`src/csr_ges_pkg.sv`:
```
// Types and codes shared by the CSR graph edge store modules.
`timescale 1ns / 1ps
package csr_ges_pkg;

	typedef enum logic [2:0] {
		OP_START  = 3'd0,
		OP_APPEND = 3'd1,
		OP_FINISH = 3'd2,
		OP_INSERT = 3'd3,
		OP_QUERY  = 3'd4
	} op_t;

	typedef enum logic [1:0] {
		ST_OK    = 2'd0,
		ST_FULL  = 2'd1,
		ST_RANGE = 2'd2
	} status_t;

	typedef enum logic [0:0] {
		REG_LAST_VERTEX    = 1'b0,
		REG_DECLARED_EDGES = 1'b1
	} reg_idx_t;

	typedef enum logic [3:0] {
		S_CLEAR,
		S_IDLE,
		S_EXEC,
		S_QCALC,
		S_IPOS,
		S_SHIFT,
		S_BUMP,
		S_RESP
	} state_t;

	localparam int IN_BITS  = 64;
	localparam int OUT_BITS = 56;

	typedef struct packed {
		logic    clr_step;
		logic    capture;
		logic    off_rd;
		logic    start_wr;
		logic    append_wr;
		logic    finish_wr;
		logic    q_calc;
		logic    shift_init;
		logic    shift_step;
		logic    place_wr;
		logic    bump_init;
		logic    bump_step;
		logic    res_load;
		logic    res_query;
		status_t res_status;
	} cmd_t;

	typedef struct packed {
		logic clr_done;
		logic vx_bad;
		logic ap_full;
		logic ec_full;
		logic fin_over;
		logic q_bad;
		logic shift_done;
		logic bump_done;
		logic out_free;
		op_t  opcode;
	} stat_t;

endpackage

```
`src/csr_ges_ctrl.sv`:
```
// Controller state machine sequencing each operation through the datapath.
`timescale 1ns / 1ps
module csr_ges_ctrl (
	input  logic                clk,
	input  logic                arst_n,
	input  logic                s_tvalid,
	output logic                s_tready,
	input  csr_ges_pkg::stat_t  stat,
	output csr_ges_pkg::cmd_t   cmd
);

	csr_ges_pkg::state_t  state_q, state_d;
	csr_ges_pkg::status_t st_q, st_d;
	logic                 qry_q, qry_d;

	always_ff @(posedge clk or negedge arst_n) begin
		if (!arst_n) begin
			state_q <= csr_ges_pkg::S_CLEAR;
			st_q    <= csr_ges_pkg::ST_OK;
			qry_q   <= 1'b0;
		end else begin
			state_q <= state_d;
			st_q    <= st_d;
			qry_q   <= qry_d;
		end
	end

	always_comb begin
		cmd      = '0;
		state_d  = state_q;
		st_d     = st_q;
		qry_d    = qry_q;
		s_tready = 1'b0;
		unique case (state_q)
			csr_ges_pkg::S_CLEAR: begin
				if (stat.clr_done) begin
					state_d = csr_ges_pkg::S_IDLE;
				end else begin
					cmd.clr_step = 1'b1;
				end
			end
			csr_ges_pkg::S_IDLE: begin
				s_tready = 1'b1;
				if (s_tvalid) begin
					cmd.capture = 1'b1;
					state_d     = csr_ges_pkg::S_EXEC;
				end
			end
			csr_ges_pkg::S_EXEC: begin
				qry_d   = 1'b0;
				st_d    = csr_ges_pkg::ST_OK;
				state_d = csr_ges_pkg::S_RESP;
				case (stat.opcode)
					csr_ges_pkg::OP_START: begin
						if (stat.vx_bad) begin
							st_d = csr_ges_pkg::ST_RANGE;
						end else begin
							cmd.start_wr = 1'b1;
						end
					end
					csr_ges_pkg::OP_APPEND: begin
						if (stat.ap_full) begin
							st_d = csr_ges_pkg::ST_FULL;
						end else begin
							cmd.append_wr = 1'b1;
						end
					end
					csr_ges_pkg::OP_FINISH: begin
						cmd.finish_wr = 1'b1;
						if (stat.fin_over) begin
							st_d = csr_ges_pkg::ST_FULL;
						end
					end
					csr_ges_pkg::OP_INSERT: begin
						if (stat.vx_bad) begin
							st_d = csr_ges_pkg::ST_RANGE;
						end else if (stat.ec_full) begin
							st_d = csr_ges_pkg::ST_FULL;
						end else begin
							cmd.off_rd = 1'b1;
							state_d    = csr_ges_pkg::S_IPOS;
						end
					end
					csr_ges_pkg::OP_QUERY: begin
						if (stat.vx_bad) begin
							st_d = csr_ges_pkg::ST_RANGE;
						end else begin
							cmd.off_rd = 1'b1;
							state_d    = csr_ges_pkg::S_QCALC;
						end
					end
					default: begin
						st_d = csr_ges_pkg::ST_RANGE;
					end
				endcase
			end
			csr_ges_pkg::S_QCALC: begin
				cmd.q_calc = 1'b1;
				qry_d      = 1'b1;
				state_d    = csr_ges_pkg::S_RESP;
			end
			csr_ges_pkg::S_IPOS: begin
				cmd.shift_init = 1'b1;
				state_d        = csr_ges_pkg::S_SHIFT;
			end
			csr_ges_pkg::S_SHIFT: begin
				if (stat.shift_done) begin
					cmd.place_wr  = 1'b1;
					cmd.bump_init = 1'b1;
					state_d       = csr_ges_pkg::S_BUMP;
				end else begin
					cmd.shift_step = 1'b1;
				end
			end
			csr_ges_pkg::S_BUMP: begin
				cmd.bump_step = 1'b1;
				if (stat.bump_done) begin
					st_d    = csr_ges_pkg::ST_OK;
					state_d = csr_ges_pkg::S_RESP;
				end
			end
			csr_ges_pkg::S_RESP: begin
				if (stat.out_free) begin
					cmd.res_load  = 1'b1;
					cmd.res_query = qry_q;
					if (qry_q) begin
						cmd.res_status = stat.q_bad ? csr_ges_pkg::ST_RANGE
							: csr_ges_pkg::ST_OK;
					end else begin
						cmd.res_status = st_q;
					end
					state_d = csr_ges_pkg::S_IDLE;
				end
			end
			default: begin
				state_d = csr_ges_pkg::S_IDLE;
			end
		endcase
	end

endmodule

```
`config.mk`:
```
export PLATFORM = sky130hd
export DESIGN_NAME = csr_ges_ctrl
export DESIGN_NICKNAME = d
export VERILOG_FILES = /design/src/csr_ges_pkg.sv /design/src/csr_ges_ctrl.sv
export SDC_FILE = /design/constraint.sdc
export NUM_CORES = 1
export LEC_CHECK = 0
export ABC_CLOCK_PERIOD_IN_PS = 1800
export BUFFER_PORTS_ARGS = -buffer_cell sky130_fd_sc_hd__buf_2
export CORE_MARGIN = 2
export CORE_UTILIZATION = 41
export DETAILED_ROUTE_END_ITERATION = 8
export PLACE_DENSITY = 0.76
export RECOVER_POWER = 25
export SLEW_MARGIN = 40
export SYNTH_ARGS = -nofsm -noshare
export SYNTH_HDL_FRONTEND = slang
export SYNTH_SLANG_ARGS = --single-unit
```
`constraint.sdc`:
```
create_clock -name clk -period 1.8 [get_ports clk]
set_input_delay 0.18 -clock clk [delete_from_list [all_inputs] [get_ports clk]]
set_output_delay 0.18 -clock clk [all_outputs]
set_load 0.005 [all_outputs]
```
==> impl_metrics.py <==
metrics = {
    "detailed_routing": {
        "totalWireLength_um": 1220,
        "drt-wirelength-per-cell_um": 11.0,
        "detail-route-antenna-nets": 0,
        "drt-vias-per-instance": 5.19,
        "drc": 0,
        "initialDrtViolationCount": 4,
        "dr.pass1.iters": 4,
        "via_count": 576,
    },
    "power": {
        "power_frac_clock_pct": 14.6,
        "p_int_uw": 490,
        "finalPower_uw": 824,
        "switching_share_pct": 40.5,
        "ir_drop_mv": 0.651,
        "p_leak_uw": 0.000385,
        "pwr-share-comb_pct": 57.2,
        "pwr-share-seq_pct": 28.2,
        "power-per-cell-area_nw_per_um2": 1130,
        "switchingPower_uw": 333,
    },
    "placement": {
        "hpwl_um": 998,
        "port_buffers": 31,
        "gp_congestion": 0.793,
    },
    "clocking": {
        "cts_setup_buffers": 0,
        "cts_resized": 0,
        "clkTransAtPathRegs_ns": 0.04,
        "cts_made_buffers": 3,
        "root_buffer": "clkbuf_4",
        "clock-sinks": 6,
        "cts_buffer_depth": 2,
        "clock_latency_ns": 0.24,
        "h-tree-depth": 1,
        "cts_tree": "done",
    },
    "timing": {
        "hold_ws_ns": 0.213,
        "fin_crit_ns": 1.72,
        "rsz0062_at_grt": "false",
        "final_max_slew_viol_count": 0,
        "fmax_ghz": 0.582,
        "finalSetupTns_ns": 0,
        "tightest_slew_ns": 0.314,
        "hold_violations": 0,
        "final-setup-viol-count": 0,
        "fin_skew_ns": 0.00202,
        "maxSlewHeadroom_pct": 78.8,
        "finalCritPeriodShare_pct": 95.5,
    },
    "logic_synthesis": {
        "ys_warn_count": 0,
        "netlist_instances": 64,
        "synth_top_area_share_pct": 27.7,
        "yosysSeqAreaShare_pct": 27.7,
        "yosys.cell_types.count": 32,
        "synth_area_leaders": "dfrtp_1 28%, nor3_1 4.6%, nor4b_4 4.4%",
        "yosys.area.top_type": "dfrtp_1",
        "synth_flop_cell": "dfrtp_1",
        "synth_common_cells": "6 x dfrtp_1, 5 x inv_1, 5 x nor2_1, 5 x nor3_1",
        "synth_edf_count": 0,
        "synth_area_sq_um": 542,
        "ys_ff_latch": 6,
        "avgSynthCellArea_sq_um": 8.47,
        "syn-num-nets": 79,
        "async_flop_share_pct": 100,
        "yosysMostFrequentCell": "dfrtp_1",
    },
    "status": {
        "status": "finished clean",
    },
    "global_routing": {
        "antenna_found_initial": 0,
        "gr-total-overflow": 0,
        "grt_max_degree": 12,
        "grt_pass1_wl_um": 1860,
        "grt_pass1_vias": 472,
        "gr-usage-all-layers_pct": 17.2,
    },
    "worst_setup_path": {
        "required_ns": 1.62,
        "crit_start": "state_q[0]",
        "worstPathArrival_ns": 1.54,
        "critPathKind": "flip-flop to output pin",
        "r2r_setup_slack_ns": 0.57,
        "path_cells": "or4_4 -> nor4b_4 -> buf_2",
        "critPathLaunchType": "flip-flop",
        "critical-path-max-stage-delay_ns": 0.58,
        "critPathSlowestCell": "or4_4",
        "end_kind": "output pin",
        "crit_family": "simple AND/OR/NAND/NOR gates",
        "worstReg2RegStart": "state_q[0]",
        "crit_fanout": 4,
        "worstPathBufferInverterCount": 1,
    },
    "hold_path": {
        "hold_class": "primary input to flip-flop",
        "holdCritStartpoint": "stat[2]",
    },
    "run": {
        "cap_viol_max_count": 0,
    },
    "floorplanning": {
        "dieArea_sq_um": 1630,
        "initial_core_util_pct": 42.7,
        "fp.dieH_um": 40.4,
        "ios": 32,
        "rows": 13,
        "die_w_um": 40.4,
        "core_sq_um": 1270,
    },
    "final_layout": {
        "fill_cells": 127,
        "drive_gt1_share_pct": 41.7,
        "nets": 113,
        "final_util_pct": 57.5,
        "area_growth_pct": 34.6,
        "n_antenna_cell": 0,
    },
}
-- logic make-up after synthesis --
| group | Yosys count | share of synthesized area, % |
|---|---|---|
| compound gates | 13 | 17.6 |
| simple gates | 31 | 39.5 |
| mux | 2 | 3.70 |
| buf+inv | 12 | 11.5 |
| flops | 6 | 27.7 |
-- final cells by class --
class                      count  area, sq um  area share (%)
clock buffer                   3         22.5            3.09
inverter                       6         22.5            3.09
multi-input combinational     46          329            45.1
sequential                     6          150            20.6
tap                           15         18.8            2.57
timing repair buffer          35          186            25.6
-- layout by cell type, fill, tap and decap left out, types with 2 or more instances in the layout --
cell	instances
a21o_1	2
a31oi_1	2
and2_1	2
buf_2	30
buf_4	3
clkbuf_4	3
dfrtp_1	6
inv_1	5
mux2i_1	2
nand3b_1	2
nor2_1	5
nor2b_1	2
nor3_1	5
nor3b_1	3
nor4_1	3
o21ai_0	3
o2bb2ai_1	2
-- final timing paths --
check / endpoint / cells past startpoint
hold reg to reg: st_q[0] / 1
hold / removal: state_q[2] / 2
setup / recovery: cmd[11] / 3
min in group asynchronous: st_q[1] / 2
max in group asynchronous: state_q[2] / 2
setup reg to reg: state_q[0] / 4
-- power by group through the flow --
stage / logic (uW) / registers (uW) / clock network, uW
after detailed placement: 473 / 235 / 0
after global routing: 535 / 244 / 133
after floorplan: 344 / 226 / 0
after global placement: 469 / 233 / 0
final: 471 / 233 / 120
after CTS: 477 / 233 / 128
-- per-stage QoR --
stage	setup WS, ns	cell area (sq um)	instances
floorplan	0.381	542	64
global placement	0.338	698	107
detailed placement	0.321	698	107
CTS	0.0560	731	111
global route	0.00206	729	111
finish	0.0809	729	111
-- metal layers --
layer	up-vias	part of all wire, %	GRT usage, %
met3	2	8.6	1.67
met4	0	1.4	10.0
met1	247	45	21.8
li1	299	-	-
met2	28	45	28.2
met5	-	0	0
-- repair_timing --
item                                   4_1_cts  5_1_grt
endpoints found under the hold margin        6        0
setup endpoints to repair                    0        1
hold buffers                                 1        0
-- worst reg2reg max path, stage by stage, from the launching register on --
cell	delay (ns)
dfrtp_1	0.37
buf_4	0.17
nor4_1	0.35
a31oi_1	0.07
nor3b_1	0.15
-- flip-flops by register name, summed over array words and instances (netlist names) --
signal and count:
qry_q 1, st_q 2, state_q 3
Note: power is estimated with default switching activity, not from simulation.
